==> src/design/sidcs_pkg.sv <==
package sidcs_pkg;

   localparam int ID_BITS_DEFAULT    = 32;
   localparam int INDEX_BITS_DEFAULT = 24;

   localparam int DIM_BITS    = 16;
   localparam int OFFSET_BITS = 24;
   localparam int LENGTH_BITS = 25;
   localparam int NUMBER_BITS = 24;

   localparam int CSR_ADDR_BITS  = 3;
   localparam int CSR_DATA_BITS  = 32;
   localparam int CSR_INDEX_BITS = CSR_ADDR_BITS - 2;

   localparam logic [CSR_INDEX_BITS-1:0] REG_DIM_LENGTH = '0;
   localparam logic [DIM_BITS-1:0]       DIM_LENGTH_RESET = 16'd1;

   localparam int QUEUE_DEPTH = 2;

   typedef struct packed {
      logic [OFFSET_BITS-1:0] column_offset;
      logic [LENGTH_BITS-1:0] column_length;
      logic [NUMBER_BITS-1:0] column_number;
      logic                   ends_set;
      logic [LENGTH_BITS-1:0] set_column_count;
      logic                   last_result;
   } result_type;

   typedef enum logic [1:0] {
      DIV_IDLE,
      DIV_RUN,
      DIV_DONE
   } div_state_type;

   typedef enum logic {
      SEG_CHECK,
      SEG_FINAL
   } seg_state_type;

endpackage

==> src/design/sidcs_divider.sv <==
module sidcs_divider #(
   parameter int ID_BITS = sidcs_pkg::ID_BITS_DEFAULT
) (
   input  logic                          clock,
   input  logic                          reset,
   input  logic                          in_push,
   output logic                          in_ready,
   input  logic [ID_BITS-1:0]            in_id,
   input  logic                          in_last,
   input  logic [sidcs_pkg::DIM_BITS-1:0] divisor,
   output logic                          out_push,
   input  logic                          out_full,
   output logic [ID_BITS-1:0]            out_column,
   output logic [sidcs_pkg::DIM_BITS-1:0] out_position,
   output logic                          out_last
);
   import sidcs_pkg::*;

   localparam int CNT_BITS = (ID_BITS > 1) ? $clog2(ID_BITS) : 1;

   div_state_type         state_ff, state_in;
   logic [ID_BITS-1:0]    quo_ff, quo_in;
   logic [DIM_BITS-1:0]   rem_ff, rem_in;
   logic [DIM_BITS-1:0]   div_ff, div_in;
   logic                  last_ff, last_in;
   logic [CNT_BITS-1:0]   cnt_ff, cnt_in;
   logic [DIM_BITS:0]     shifted;
   logic [DIM_BITS:0]     diff;
   logic                  ge;
   logic                  accept;

   assign accept  = in_push && (state_ff == DIV_IDLE);
   assign shifted = {rem_ff, quo_ff[ID_BITS-1]};
   assign ge      = shifted >= {1'b0, div_ff};
   assign diff    = shifted - {1'b0, div_ff};

   always_comb begin
      state_in = state_ff;
      case (state_ff)
         DIV_IDLE: begin
            if (in_push) begin
               state_in = DIV_RUN;
            end
         end
         DIV_RUN: begin
            if (cnt_ff == '0) begin
               state_in = DIV_DONE;
            end
         end
         DIV_DONE: begin
            if (!out_full) begin
               state_in = DIV_IDLE;
            end
         end
         default: state_in = DIV_IDLE;
      endcase
   end

   always_comb begin
      in_ready = (state_ff == DIV_IDLE);
      out_push = (state_ff == DIV_DONE);
   end

   always_comb begin
      quo_in  = quo_ff;
      rem_in  = rem_ff;
      div_in  = div_ff;
      last_in = last_ff;
      cnt_in  = cnt_ff;
      if (accept) begin
         quo_in  = in_id;
         rem_in  = '0;
         div_in  = (divisor == '0) ? DIM_BITS'(1) : divisor;
         last_in = in_last;
         cnt_in  = CNT_BITS'(ID_BITS - 1);
      end else if (state_ff == DIV_RUN) begin
         quo_in = {quo_ff[ID_BITS-2:0], ge};
         rem_in = ge ? diff[DIM_BITS-1:0] : shifted[DIM_BITS-1:0];
         cnt_in = cnt_ff - CNT_BITS'(1);
      end
   end

   always_ff @(posedge clock) begin
      if (reset) begin
         state_ff <= DIV_IDLE;
      end else begin
         state_ff <= state_in;
      end
      quo_ff  <= quo_in;
      rem_ff  <= rem_in;
      div_ff  <= div_in;
      last_ff <= last_in;
      cnt_ff  <= cnt_in;
   end

   assign out_column   = quo_ff;
   assign out_position = rem_ff;
   assign out_last     = last_ff;

endmodule

==> src/design/sidcs_queue.sv <==
module sidcs_queue #(
   parameter int WIDTH = 8
) (
   input  logic             clock,
   input  logic             reset,
   input  logic             push,
   input  logic [WIDTH-1:0] wr_data,
   output logic             full,
   input  logic             pop,
   output logic [WIDTH-1:0] rd_data,
   output logic             empty
);
   import sidcs_pkg::*;

   localparam int PTR_BITS = $clog2(QUEUE_DEPTH);
   localparam int CNT_BITS = $clog2(QUEUE_DEPTH + 1);

   logic [WIDTH-1:0]    entry_ff [QUEUE_DEPTH];
   logic [PTR_BITS-1:0] wr_ptr_ff, wr_ptr_in;
   logic [PTR_BITS-1:0] rd_ptr_ff, rd_ptr_in;
   logic [CNT_BITS-1:0] count_ff, count_in;
   logic                do_push;
   logic                do_pop;

   assign full    = (count_ff == CNT_BITS'(QUEUE_DEPTH));
   assign empty   = (count_ff == '0);
   assign do_push = push && !full;
   assign do_pop  = pop && !empty;
   assign rd_data = entry_ff[rd_ptr_ff];

   always_comb begin
      wr_ptr_in = wr_ptr_ff;
      rd_ptr_in = rd_ptr_ff;
      count_in  = count_ff;
      if (do_push) begin
         wr_ptr_in = (wr_ptr_ff == PTR_BITS'(QUEUE_DEPTH - 1)) ? '0
                   : wr_ptr_ff + PTR_BITS'(1);
      end
      if (do_pop) begin
         rd_ptr_in = (rd_ptr_ff == PTR_BITS'(QUEUE_DEPTH - 1)) ? '0
                   : rd_ptr_ff + PTR_BITS'(1);
      end
      if (do_push && !do_pop) begin
         count_in = count_ff + CNT_BITS'(1);
      end else if (do_pop && !do_push) begin
         count_in = count_ff - CNT_BITS'(1);
      end
   end

   always_ff @(posedge clock) begin
      if (reset) begin
         wr_ptr_ff <= '0;
         rd_ptr_ff <= '0;
         count_ff  <= '0;
      end else begin
         wr_ptr_ff <= wr_ptr_in;
         rd_ptr_ff <= rd_ptr_in;
         count_ff  <= count_in;
      end
      if (do_push) begin
         entry_ff[wr_ptr_ff] <= wr_data;
      end
   end

endmodule

==> src/design/sidcs_segmenter.sv <==
module sidcs_segmenter #(
   parameter int ID_BITS    = sidcs_pkg::ID_BITS_DEFAULT,
   parameter int INDEX_BITS = sidcs_pkg::INDEX_BITS_DEFAULT
) (
   input  logic                           clock,
   input  logic                           reset,
   input  logic                           in_empty,
   output logic                           in_pop,
   input  logic [ID_BITS-1:0]             in_column,
   input  logic [sidcs_pkg::DIM_BITS-1:0] in_position,
   input  logic                           in_last,
   output logic                           out_empty,
   input  logic                           out_pop,
   output sidcs_pkg::result_type          out_result
);
   import sidcs_pkg::*;

   localparam logic [INDEX_BITS-1:0] INDEX_MAX = '1;

   seg_state_type          state_ff, state_in;
   logic [ID_BITS-1:0]     prev_col_ff, prev_col_in;
   logic [DIM_BITS-1:0]    prev_pos_ff, prev_pos_in;
   logic [INDEX_BITS-1:0]  idx_ff, idx_in;
   logic [INDEX_BITS-1:0]  start_ff, start_in;
   logic [INDEX_BITS-1:0]  count_ff, count_in;
   logic [INDEX_BITS-1:0]  set_first_ff, set_first_in;
   result_type             out_ff, out_in;
   logic                   out_valid_ff, out_valid_in;

   logic                   can_load;
   logic                   go;
   logic                   set_end;
   logic                   brk;
   logic                   emit_break;
   logic                   emit_final;
   logic [INDEX_BITS-1:0]  count_sat;
   logic [INDEX_BITS-1:0]  idx_sat;
   logic [INDEX_BITS:0]    brk_len;
   logic [INDEX_BITS:0]    fin_len;
   logic [INDEX_BITS:0]    set_cnt;

   assign can_load   = !out_valid_ff || out_pop;
   assign go         = !in_empty && can_load;
   assign set_end    = (in_column != prev_col_ff);
   assign brk        = (state_ff == SEG_CHECK) && (idx_ff != '0)
                    && (set_end || ({1'b0, in_position} != {1'b0, prev_pos_ff} + 17'd1));
   assign emit_break = go && brk;
   assign emit_final = in_pop && in_last;
   assign count_sat  = (count_ff == INDEX_MAX) ? INDEX_MAX : count_ff + INDEX_BITS'(1);
   assign idx_sat    = (idx_ff == INDEX_MAX) ? INDEX_MAX : idx_ff + INDEX_BITS'(1);
   assign brk_len    = {1'b0, idx_ff} - {1'b0, start_ff};
   assign fin_len    = {1'b0, idx_ff} + (INDEX_BITS+1)'(1) - {1'b0, start_ff};
   assign set_cnt    = {1'b0, count_ff} - {1'b0, set_first_ff} + (INDEX_BITS+1)'(1);

   always_comb begin
      state_in = state_ff;
      case (state_ff)
         SEG_CHECK: begin
            if (emit_break && in_last) begin
               state_in = SEG_FINAL;
            end
         end
         SEG_FINAL: begin
            if (go) begin
               state_in = SEG_CHECK;
            end
         end
         default: state_in = SEG_CHECK;
      endcase
   end

   always_comb begin
      in_pop    = go && !(brk && in_last);
      out_empty = !out_valid_ff;
   end

   always_comb begin
      prev_col_in  = prev_col_ff;
      prev_pos_in  = prev_pos_ff;
      idx_in       = idx_ff;
      start_in     = start_ff;
      count_in     = count_ff;
      set_first_in = set_first_ff;
      out_in       = out_ff;
      out_valid_in = out_valid_ff && !out_pop;

      if (emit_break) begin
         out_in.column_offset    = OFFSET_BITS'(start_ff);
         out_in.column_length    = LENGTH_BITS'(brk_len);
         out_in.column_number    = NUMBER_BITS'(count_ff);
         out_in.ends_set         = set_end;
         out_in.set_column_count = set_end ? LENGTH_BITS'(set_cnt) : '0;
         out_in.last_result      = 1'b0;
         out_valid_in            = 1'b1;
         count_in                = count_sat;
         start_in                = idx_ff;
         if (set_end) begin
            set_first_in = count_sat;
         end
      end else if (emit_final) begin
         out_in.column_offset    = OFFSET_BITS'(start_ff);
         out_in.column_length    = LENGTH_BITS'(fin_len);
         out_in.column_number    = NUMBER_BITS'(count_ff);
         out_in.ends_set         = 1'b1;
         out_in.set_column_count = LENGTH_BITS'(set_cnt);
         out_in.last_result      = 1'b1;
         out_valid_in            = 1'b1;
      end

      if (in_pop) begin
         if (in_last) begin
            prev_col_in  = '0;
            prev_pos_in  = '0;
            idx_in       = '0;
            start_in     = '0;
            count_in     = '0;
            set_first_in = '0;
         end else begin
            prev_col_in = in_column;
            prev_pos_in = in_position;
            idx_in      = idx_sat;
         end
      end
   end

   always_ff @(posedge clock) begin
      if (reset) begin
         state_ff     <= SEG_CHECK;
         prev_col_ff  <= '0;
         prev_pos_ff  <= '0;
         idx_ff       <= '0;
         start_ff     <= '0;
         count_ff     <= '0;
         set_first_ff <= '0;
         out_valid_ff <= 1'b0;
      end else begin
         state_ff     <= state_in;
         prev_col_ff  <= prev_col_in;
         prev_pos_ff  <= prev_pos_in;
         idx_ff       <= idx_in;
         start_ff     <= start_in;
         count_ff     <= count_in;
         set_first_ff <= set_first_in;
         out_valid_ff <= out_valid_in;
      end
      out_ff <= out_in;
   end

   assign out_result = out_ff;

endmodule

==> src/design/sorted_id_column_segmenter_unit.sv <==
// Sorted ID column segmenter.
// Input queue side: present req_mapped_id and req_last_item with push; a transfer
// happens on a clock edge with push high and full low. IDs arrive in ascending
// order; req_last_item closes the sequence and the block then starts a new one.
// Result queue side: while empty is low the oldest column record sits on the
// rsp_ ports; pop with empty low takes it. One item gives zero, one or two records.
// Each item passes through the front divider, which restores one quotient bit per
// cycle; the divider takes no new item until it has handed the last one on, and
// full stays high meanwhile. A record reaches the result ports through the queue
// and the tracker's output register; a second record of the same item follows in
// the cycle after the first at the earliest. A two-entry queue sits between the
// divider and the column tracker, and a one-entry output register holds the
// record; if the receiver stalls, the tracker waits, the queue fills, full rises.
// Synchronous active-high reset empties both queues, clears the sequence state
// and sets dim_length to 1. Write dim_length over the APB port (byte address 0)
// only while no item is in flight; a value of 0 acts as 1.
module sorted_id_column_segmenter_unit #(
   parameter int ID_BITS    = sidcs_pkg::ID_BITS_DEFAULT,
   parameter int INDEX_BITS = sidcs_pkg::INDEX_BITS_DEFAULT
) (
   input  logic                                clock,
   input  logic                                reset,
   input  logic                                push,
   output logic                                full,
   input  logic [ID_BITS-1:0]                  req_mapped_id,
   input  logic                                req_last_item,
   output logic                                empty,
   input  logic                                pop,
   output logic [sidcs_pkg::OFFSET_BITS-1:0]   rsp_column_offset,
   output logic [sidcs_pkg::LENGTH_BITS-1:0]   rsp_column_length,
   output logic [sidcs_pkg::NUMBER_BITS-1:0]   rsp_column_number,
   output logic                                rsp_ends_set,
   output logic [sidcs_pkg::LENGTH_BITS-1:0]   rsp_set_column_count,
   output logic                                rsp_last_result,
   input  logic                                psel,
   input  logic                                penable,
   input  logic                                pwrite,
   input  logic [sidcs_pkg::CSR_ADDR_BITS-1:0] paddr,
   input  logic [sidcs_pkg::CSR_DATA_BITS-1:0] pwdata,
   output logic [sidcs_pkg::CSR_DATA_BITS-1:0] prdata,
   output logic                                pready
);
   import sidcs_pkg::*;

   localparam int QW = ID_BITS + DIM_BITS + 1;

   logic [DIM_BITS-1:0]       dim_length_ff, dim_length_in;
   logic [CSR_INDEX_BITS-1:0] csr_index;
   logic                      csr_write;

   logic                      div_ready;
   logic                      div_push;
   logic [ID_BITS-1:0]        div_column;
   logic [DIM_BITS-1:0]       div_position;
   logic                      div_last;
   logic                      q_full;
   logic                      q_empty;
   logic                      q_pop;
   logic [QW-1:0]             q_rd_data;
   result_type                result;

   assign pready    = 1'b1;
   assign csr_index = paddr[CSR_ADDR_BITS-1:2];
   assign csr_write = psel && penable && pwrite && pready;
   assign prdata    = (csr_index == REG_DIM_LENGTH) ? CSR_DATA_BITS'(dim_length_ff) : '0;

   always_comb begin
      dim_length_in = dim_length_ff;
      if (csr_write && (csr_index == REG_DIM_LENGTH)) begin
         dim_length_in = pwdata[DIM_BITS-1:0];
      end
   end

   always_ff @(posedge clock) begin
      if (reset) begin
         dim_length_ff <= DIM_LENGTH_RESET;
      end else begin
         dim_length_ff <= dim_length_in;
      end
   end

   assign full = !div_ready;

   sidcs_divider #(
      .ID_BITS (ID_BITS)
   ) u_divider (
      .clock        (clock),
      .reset        (reset),
      .in_push      (push),
      .in_ready     (div_ready),
      .in_id        (req_mapped_id),
      .in_last      (req_last_item),
      .divisor      (dim_length_ff),
      .out_push     (div_push),
      .out_full     (q_full),
      .out_column   (div_column),
      .out_position (div_position),
      .out_last     (div_last)
   );

   sidcs_queue #(
      .WIDTH (QW)
   ) u_queue (
      .clock   (clock),
      .reset   (reset),
      .push    (div_push),
      .wr_data ({div_column, div_position, div_last}),
      .full    (q_full),
      .pop     (q_pop),
      .rd_data (q_rd_data),
      .empty   (q_empty)
   );

   sidcs_segmenter #(
      .ID_BITS    (ID_BITS),
      .INDEX_BITS (INDEX_BITS)
   ) u_segmenter (
      .clock       (clock),
      .reset       (reset),
      .in_empty    (q_empty),
      .in_pop      (q_pop),
      .in_column   (q_rd_data[QW-1 -: ID_BITS]),
      .in_position (q_rd_data[DIM_BITS:1]),
      .in_last     (q_rd_data[0]),
      .out_empty   (empty),
      .out_pop     (pop),
      .out_result  (result)
   );

   assign rsp_column_offset    = result.column_offset;
   assign rsp_column_length    = result.column_length;
   assign rsp_column_number    = result.column_number;
   assign rsp_ends_set         = result.ends_set;
   assign rsp_set_column_count = result.set_column_count;
   assign rsp_last_result      = result.last_result;

endmodule

==> config.mk <==
export PLATFORM = sky130hd
export DESIGN_NAME = sorted_id_column_segmenter_unit
export DESIGN_NICKNAME = d
export VERILOG_FILES = /design/src/design/sidcs_pkg.sv /design/src/design/sidcs_divider.sv /design/src/design/sidcs_queue.sv /design/src/design/sidcs_segmenter.sv /design/src/design/sorted_id_column_segmenter_unit.sv
export SDC_FILE = /design/constraint.sdc
export NUM_CORES = 1
export LEC_CHECK = 0
export BUFFER_PORTS_ARGS = -buffer_cell sky130_fd_sc_hd__buf_2
export CORE_UTILIZATION = 34
export DETAILED_ROUTE_END_ITERATION = 8
export PLACE_DENSITY_LB_ADDON = 0.2
export SYNTH_ARGS = -nofsm -noshare
export SYNTH_HDL_FRONTEND = slang
export SYNTH_SLANG_ARGS = --single-unit
==> constraint.sdc <==
create_clock -name clock -period 6 [get_ports clock]
set_clock_uncertainty 0.15 [all_clocks]
set_input_delay 0.6 -clock clock [delete_from_list [all_inputs] [get_ports clock]]
set_output_delay 0.6 -clock clock [all_outputs]
set_load 0.03 [all_outputs]
# == Yosys cells after proc, flatten, opt, wreduce, memory -nomap -nowiden ==
# Memories as Yosys holds them, arrays and structs flattened. A register that Yosys moved wholly into a read port is not among the register bits.
# Index checks and enable logic that the tools add are counted.
# totals
output_inout_bits,135
in_bits,75
memories,1
mem_bits_rw,98
elab_cells,127
reg_bits,338
# mem_list
name,words,word_bits,read_ports,rd_ports_with_merged_regs,write_ports,line_no,text
u_queue.entry_ff,2,49,1,1,1,sidcs_queue.sv:18,logic [WIDTH-1:0] entry_ff [QUEUE_DEPTH];
# op_classes
mux,39
reduce_logical,36
addsub,14
magnitude_cmp,1
n_eq_ne,10
n_bitwise,2
# op_table
operator,count
$mux W24,13
$mux W100,2
$mux W32,3
$sub A24 B24 Y25,2
$add A24 B1 Y24 const B,2
$eq A24 B24 Y1 const B,2
$mux W16,3
$ne A32 B32 Y1,1
$add A24 B1 Y25 const B,1
$add A25 B1 Y25 const B,1
$mux W25,1
$sub A25 B24 Y25,1
$reduce_bool A24 Y1,1
$add A16 B1 Y17 const B,1
$ge A17 B16 Y1,1
$logic_and A1 B1 Y1,17
$ne A16 B17 Y1,1
$logic_not A16 Y1,1
$sub A16 B16 Y16,1
$mux W1,10
$mux W2,5
$logic_not A1 Y1,8
$pmux W2 S3,1
$reduce_bool A2 Y1,3
other kinds (14),20

# == Longest topological paths before layout ==
# Gate-level depths: netlist (run 1).
# depth
depth_word,11
depth_mapped,16
depth_no_buf,14

# == Modules after synthesis ==
# From an unflattened synthesis (run 1), not the netlist that was laid out.
# unflattened
hier_cells,2201
hier_area_um2,23022.1
# modules_own_cells
mod,cells_each,n_inst,area_each_um2,seq_area_each_um2
sidcs_segmenter,1513,1,14477.6,5915.7
sidcs_divider,404,1,3812.4,1931.9
sidcs_queue,177,1,3746.1,3042.9
sorted_id_column_segmenter_unit,107,1,985.9,320.3

# == Least setup slack after synthesis (run 1) ==
# OpenSTA, ideal clock, no wires.
# synth_timing
path_type,reg-to-reg
from,reg (tool-made name)
to,"reg u_segmenter.out_ff, in the netlist u_segmenter.out_result[10], enable pin"
period_less_slack_ns,5.613
path_buffers,3
setup_ns,0.499
arrival_time_ns,4.964
stages_incl_launch_ff,12
path_slack_ns,0.387
t_required_ns,5.351
cell_sequence,dfxtp_1 -> buf_6 -> buf_2 -> mux2i_1 -> nand2b_1 -> o21ai_0 -> a21oi_1 -> a31oi_1 -> a41oi_2 -> o21ai_2 -> inv_1 -> clkbuf_1
# synth_rtl
element,line_no,text
end signal: assignment,sidcs_segmenter.sv:146,out_ff <= out_in;
end: declaration,sidcs_segmenter.sv:27,"result_type out_ff, out_in;"

==> results of run 1 <==
## through the flow
| step | hold WS, ns | worst slack, ns | instances | total power [uW] |
|---|---|---|---|---|
| after floorplan | 0.2715 | 0.3870 | 2339 | 6199 |
| after global placement | 0.2762 | 1.632 | 3270 | 6942 |
| after detailed placement | 0.2925 | 1.556 | 3270 | 7000 |
| after CTS | 0.03093 | 1.539 | 3365 | 10340 |
| after global routing | 0.06436 | 1.281 | 3366 | 10770 |
| final | 0.06700 | 1.557 | 3367 | 10210 |
## flip-flops by register name (all words and copies together) (netlist names), 24 cells and up, named ones only
signal / count
u_segmenter.start_ff: 24
u_segmenter.prev_col_ff: 32
u_segmenter.set_first_ff: 24
u_segmenter.count_ff: 24
u_segmenter.idx_ff: 24
u_divider.out_column: 32
u_queue.entry_ff: 98
u_segmenter.out_result: 100
## placed cells by master (no fill, tap or decap), types with 11 or more instances in the layout
| cell | instances |
|---|---|
| fa_1 | 25 |
| buf_4 | 21 |
| o31ai_1 | 15 |
| conb_1 | 17 |
| a211oi_1 | 30 |
| nand4_1 | 19 |
| xor2_1 | 40 |
| a21o_1 | 16 |
| and2_1 | 33 |
| nor2b_1 | 32 |
| ha_1 | 118 |
| o21a_1 | 11 |
| nand2_1 | 291 |
| dfxtp_1 | 190 |
| nor3_1 | 44 |
| o2bb2ai_1 | 43 |
| a21oi_1 | 139 |
| and3_1 | 17 |
| clkbuf_16 | 50 |
| buf_2 | 174 |
| nor4_1 | 27 |
| nor2_1 | 190 |
| edfxtp_1 | 246 |
| o21ai_0 | 95 |
| a31oi_1 | 15 |
| mux2i_1 | 64 |
| or3_1 | 23 |
| a311oi_1 | 14 |
| nand3_1 | 59 |
| nand2b_1 | 17 |
| inv_1 | 161 |
| xnor2_1 | 100 |
## critical path, delay by kind of cell (launching register included)
family                    cells  cell delay, ns
buffers and inverters         2            0.53
DFF                           1            0.64
xor gates and xnor gates      1            0.10
and+or+nand+nor               4            1.88
AOI/OAI and AO/OA             2            0.46
muxes                         1            0.33
## logic make-up after synthesis
kind of cell | synth area share [%]
other | 0.03266
flip-flops | 48.76
buffers and inverters | 5.469
AND/OR/NAND/NOR | 15.66
AO/OA/AOI/OAI | 13.07
adder cells (fa/ha/maj) | 8.598
multiplexers | 3.085
XOR/XNOR | 5.333
## layer usage
metal | track usage (%) | wire length [um]
met4 | 5.074 | 1400
met2 | 27.24 | 26360
met5 | 0 | 10
met3 | 2.392 | 2303
met1 | 20.18 | 24550
## final cells by class
| class | instances | area, um^2 |
|---|---|---|
| clock buffers | 66 | 1411 |
| multi-input cells | 1606 | 10650 |
| clock inverters | 28 | 401.6 |
| flip-flops and latches | 437 | 11210 |
| fillers | 6524 | 39840 |
| diodes | 2 | 5.005 |
| inverters | 164 | 618.1 |
| well taps | 864 | 1081 |
| repair buffers | 200 | 1119 |
## report_power, final
part | switching (uW) | internal, uW
registers | 248 | 3660
clock network | 1310 | 1980
logic | 1970 | 1050
## cell usage after synthesis (25+ instances only)
library cell / count
dfxtp_1: 191
ha_1: 118
nand3_1: 59
and2_1: 35
nor2b_1: 33
o21ai_0: 96
nor3_1: 44
edfxtp_1: 246
nand2_1: 291
xnor2_1: 100
fa_1: 25
nor4_1: 27
a211oi_1: 30
a21oi_1: 139
nor2_1: 191
xor2_1: 40
inv_1: 162
mux2i_1: 65
clkbuf_1: 84
o2bb2ai_1: 43
## how the worst max path moves through the flow
stage | from | to | slack [ns]
2_1_floorplan | register | u_segmenter.out_result[10] | 0.39
3_3_place_gp | register | u_segmenter.out_result[46] | 1.63
3_5_place_dp | register | u_segmenter.out_result[47] | 1.56
4_1_cts | register | u_segmenter.out_result[47] | 1.54
5_1_grt | register | u_segmenter.out_result[45] | 1.28
6_report | register | u_segmenter.out_result[48] | 1.56
==> qor.yml, run 1 <==
synth:
  synth.largest_area_cell: "edfxtp_1"
  async_flop_share_pct: 0
  syn_inst: 2324
  synthTopCellsByArea: "edfxtp_1 (32%), dfxtp_1 (17%), ha_1 (6.4%), nand2_1 (4.8%), xnor2_1 (3.8%)"
  synth_edf_count: 246
  synth_top_area_share_pct: 32.13
  yosys.cell_types.count: 83
  post_synth.cell_area_avg_um2: 9.894
  ys_seq_elements: 437
  yosysWarnings: 0
  synth.yosys.seq_area_share_pct: 48.76
  synthesis.area_um2: 22990
  synth_ff_type: "edfxtp_1"
worst_setup_path:
  critPathCaptureType: "register"
  cp_slowest_cell: "dfxtp_2"
  ff2ff_path_depth: 10
  path_cells: "mux2i_1 > xnor2_1 > nor4_1 > nand4_1 > nor4bb_1 > a41oi_4 > buf_4 > o21ai_4 > inv_4 > and2_1"
  crit_fanout: 69
  path_class: "register to register"
  r2r_slack_ns: 1.56
  worstPathArrival_ns: 4.64
  critPathLaunchType: "register"
  cpPeakStageDelay_ns: 0.64
  cp.required_ns: 6.19
  timing.rr.end: "u_segmenter.out_result[48]"
flow_run:
  max_cap_violations: 0
grt:
  track_usage_pct: 15.79
  grt_pass1_vias: 16420
  grt_pass1_wl_um: 87130
  antenna_found_initial: 3
  grt_max_degree: 70
  grt-ovfl-total: 0
sta:
  setup_viol: 0
  finalSetupTns_ns: 0
  max_freq_mhz: 225.1
  drv_slew: 0
  tightestPinTransition_ns: 1.223
  period_share_pct: 74.05
  timing.final.crit_period_ns: 4.443
  final_hold_viol_count: 0
  grt_setup_unrepaired: "no"
  slew_headroom_pct: 18.16
placed_design:
  postPlaceCellArea_um2: 24670
  place_hpwl_um: 38950
  io_buffers: 174
  gp_congestion: 0.8717
floorplanning:
  io_pins: 210
  die_y_um: 262.1
  dieWidth_um: 262.1
  initial_core_util_pct: 34.66
  coreArea_um2: 66330
  num_rows: 94
  die_area_um2: 68670
cts:
  cts_tree: "yes"
  cts_setup_buffers: 0
  clock_sinks: 437
  worstSkewPairLatency_ns: 0.62
  cts_root_buf: "clkbuf_16"
  htreeDepth: 2
  cts_buffers: 50
  cts_resized: 0
  path_clk_slew_ns: 0.06
  cts_max_path_buffers: 3
  cts_hold_buf: 1
drt:
  routed_wl_um: 54630
  wl_per_cell_um: 16.23
  route.detailed.drc: 0
  via_per_inst: 4.986
  drtPass1Iterations: 6
  drt_iter0_drc: 1070
  vias: 16790
  antenna_left: 0
power_and_ir_drop:
  power-per-cell-area_nw_per_um2: 385.4
  ir_drop_mv: 0.1860
  p_leak_uw: 0.009935
worst_hold_path:
  min-delay-start: "pwdata[0]"
  min_path_cells: 3
  min_to: "dim_length_ff[0]"
  hold_path_class: "input port to register"
final_layout:
  drive_gt1_share_pct: 12.59
  design_area_um2: 26500
  syn_to_final_growth_pct: 15.23
  nNetsFinal: 2677
  final_util_pct: 39.94
run_status:
  status: "finished, final reports clean"
No activity file was read; power rests on OpenSTA's default activity.
==> inputs of run 2 (changes only) <==
- clock period: 6 -> 4 ns (I/O delays scaled with it)
==> qor.yml, run 2 (synthesis results as in run 1) <==
worst_setup_path:
  cp_slowest_cell: "dfxtp_1"  # was dfxtp_2
  cp.required_ns: 4.19  # was 6.19 ns
  cpPeakStageDelay_ns: 0.42  # was 0.64 ns
  critical-path-top-delay-family: "compound AO/OA/AOI/OAI gates"  # was simple AND/OR/NAND/NOR gates
  cp_num_buf_inv: 3  # was 2
  critPathLaunchType: "register"  # unchanged
  crit_fanout: 4  # was 69
  path_class: "register to register"  # unchanged
  critPathCaptureType: "register"  # unchanged
  worstPathArrival_ns: 4.03  # was 4.64 ns
  path_cells: "inv_1 > ha_1 > inv_1 > ha_1 > fa_1 > nand2b_1 > a221oi_2 > o211ai_1 > a21oi_2 > o221ai_1 > o21ai_0 > buf_4 > nor4bb_1 > o32ai_2"  # was mux2i_1 > xnor2_1 > nor4_1 > nand4_1 > nor4bb_1 > a41oi_4 > buf_4 > o21ai_4 > inv_4 > and2_1
drt:
  routed_wl_um: 56720  # was 54630 um
  met2WireLength_um: 27560  # was 26360 um
  vias: 17370  # was 16790
  wl_per_cell_um: 16.41  # was 16.23 um
  via_per_inst: 5.027  # was 4.986
  drt_iter0_drc: 1035  # was 1070
  drt-met1-wl_um: 25150  # was 24550 um
  antenna_left: 0  # unchanged
  top_layer: "met5"  # unchanged
  met3_length_um: 2392  # was 2303 um
  route.detailed.drc: 0  # unchanged
  drtPass1Iterations: 5  # was 6
placed_design:
  postPlaceCellArea_um2: 25080  # was 24670 um^2
  io_buffers: 174  # unchanged
  place_hpwl_um: 40360  # was 38950 um
  gp_congestion: 0.8868  # was 0.8717
grt:
  antenna_found_initial: 2  # was 3
  grt-ovfl-total: 0  # unchanged
  grt_max_degree: 50  # was 70
  grt_pass1_vias: 17380  # was 16420
  grt_pass1_wl_um: 90630  # was 87130 um
  track_usage_pct: 16.40  # was 15.79%
cts:
  clock_sinks: 437  # unchanged
  cts_root_buf: "clkbuf_16"  # unchanged
  htreeDepth: 2  # unchanged
  cts_tree: "yes"  # unchanged
  path_clk_slew_ns: 0.06  # about the same
  cts_setup_buffers: 0  # unchanged
  cts_buffers: 49  # was 50
  cts_max_path_buffers: 3  # unchanged
  worstSkewPairLatency_ns: 0.60  # was 0.62 ns
power_and_ir_drop:
  seqPwrFrac_pct: 38.0  # was 38.2%
  swShare_pct: 34.93  # was 34.56%
  pwr-share-comb_pct: 31.3  # was 29.5%
  p_int_uw: 9994  # was 6682 uW
  power-per-cell-area_nw_per_um2: 562.7  # was 385.4 nW/um^2
  ir_drop_mv: 0.3305  # was 0.1860 mV
  p_leak_uw: 0.01034  # was 0.009935 uW
  p_sw_uw: 5365  # was 3529 uW
  clkPwrFrac_pct: 30.8  # was 32.2%
sta:
  setup_viol: 0  # unchanged
  period_share_pct: 95.87  # was 74.05%
  final_hold_viol_count: 0  # unchanged
  slew_headroom_pct: 35.37  # was 18.16%
  tightestPinTransition_ns: 0.9695  # was 1.223 ns
  max_freq_mhz: 260.8  # was 225.1 MHz
  drv_slew: 0  # unchanged
  timing.final.crit_period_ns: 3.835  # was 4.443 ns
  grt_setup_unrepaired: "no"  # unchanged
  finalSetupTns_ns: 0  # unchanged
final_layout:
  design_area_um2: 27290  # was 26500 um^2
  layout_common_cells: "nand2_1 (291), edfxtp_1 (246), nor2_1 (190), dfxtp_1 (190), buf_2 (174)"  # unchanged
  n_fill_cell: 6521  # was 6524
  nNetsFinal: 2768  # was 2677
  final_common_cell: "nand2_1"  # unchanged
  syn_to_final_growth_pct: 18.70  # was 15.23%
  largest_register_ffs: 100  # unchanged
  drive_gt1_share_pct: 14.01  # was 12.59%
flow_run:
  max_cap_violations: 0  # unchanged
floorplanning:
  num_rows: 94  # unchanged
  die_area_um2: 68670  # unchanged
  io_pins: 210  # unchanged
  die_y_um: 262.1  # unchanged
  coreArea_um2: 66330  # unchanged
  dieWidth_um: 262.1  # unchanged
  initial_core_util_pct: 34.66  # unchanged
run_status:
  status: "finished, final reports clean"  # unchanged
worst_hold_path:
  hold_path_class: "input port to register"  # unchanged
run 2: cell count changes in the layout (fill, tap and decap cells not counted), moves of 3 or more:
cell	change
dlygate4sd3_1	+48
buf_12	+8
buf_4	+36
clkbuf_8	-5
clkinv_4	+3
clkinv_2	+4
run 2: metrics by stage:
stage	hold WS (ns)	utilization [%]	power, uW	std cells	setup slack [ns]
finish	0.03865	41.14	15360	3456	0.1651
global route	0.01245	41.14	16200	3455	0.004655
CTS	0.009514	41.09	15520	3455	0.05691
detailed placement	0.2898	37.81	10690	3314	0.08731
global placement	0.2790	37.81	10610	3314	0.1267
floorplan	0.2715	-	9265	2339	0.2447
run 2: power by group through the flow:
stage / clock network, uW / logic (uW) / registers [uW]
final: 4730 / 4800 / 5830
after global routing: 5030 / 5270 / 5900
after CTS: 4860 / 4820 / 5840
after detailed placement: 0 / 4760 / 5930
after global placement: 0 / 4700 / 5910
after floorplan: 0 / 2850 / 6410
run 2: layer usage:
metal	track usage [%]	vias to the layer above
met2	28.66	377
met3	2.585	108
li1	-	8607
met1	20.57	8278
met5	0	-
met4	5.299	2
run 2: area by class of cell:
| type | count | area (um^2) | area share [%] |
|---|---|---|---|
| Clock inverter | 31 | 359.1 | 1.316 |
| Antenna cell | 1 | 2.502 | 0.009169 |
| Timing Repair Buffer | 292 | 2029 | 7.436 |
| Sequential cell | 437 | 11210 | 41.08 |
| Tap cell | 864 | 1081 | 3.961 |
| Multi-Input combinational cell | 1606 | 10670 | 39.09 |
| Inverter | 164 | 618.1 | 2.265 |
| Clock buffer | 61 | 1321 | 4.841 |
run 2: path summary, 6_finish.rpt:
kind	start	endpoint	slack, ns	depth (start not counted)
min reg2reg	u_divider.out_last	u_queue.entry_ff[0][0]	0.30	0
max reg2reg	u_segmenter.start_ff[1]	u_segmenter.out_result[74]	0.17	14
min	req_mapped_id[0]	u_divider.out_column[0]	0.04	3
max	u_segmenter.start_ff[1]	u_segmenter.out_result[74]	0.17	14
run 2: worst min-delay path, delay by kind of cell:
kind            cells  cell delay, ns
compound gates      1            0.11
buf+inv             1            0.10
simple gates        1            0.05
run 2: what timing repair did:
action / CTS / global route
resized for setup: 0 / 7
setup endpoints to repair: 0 / 223
hold endpoints to repair: 49 / 0
hold buffers: 49 / 0
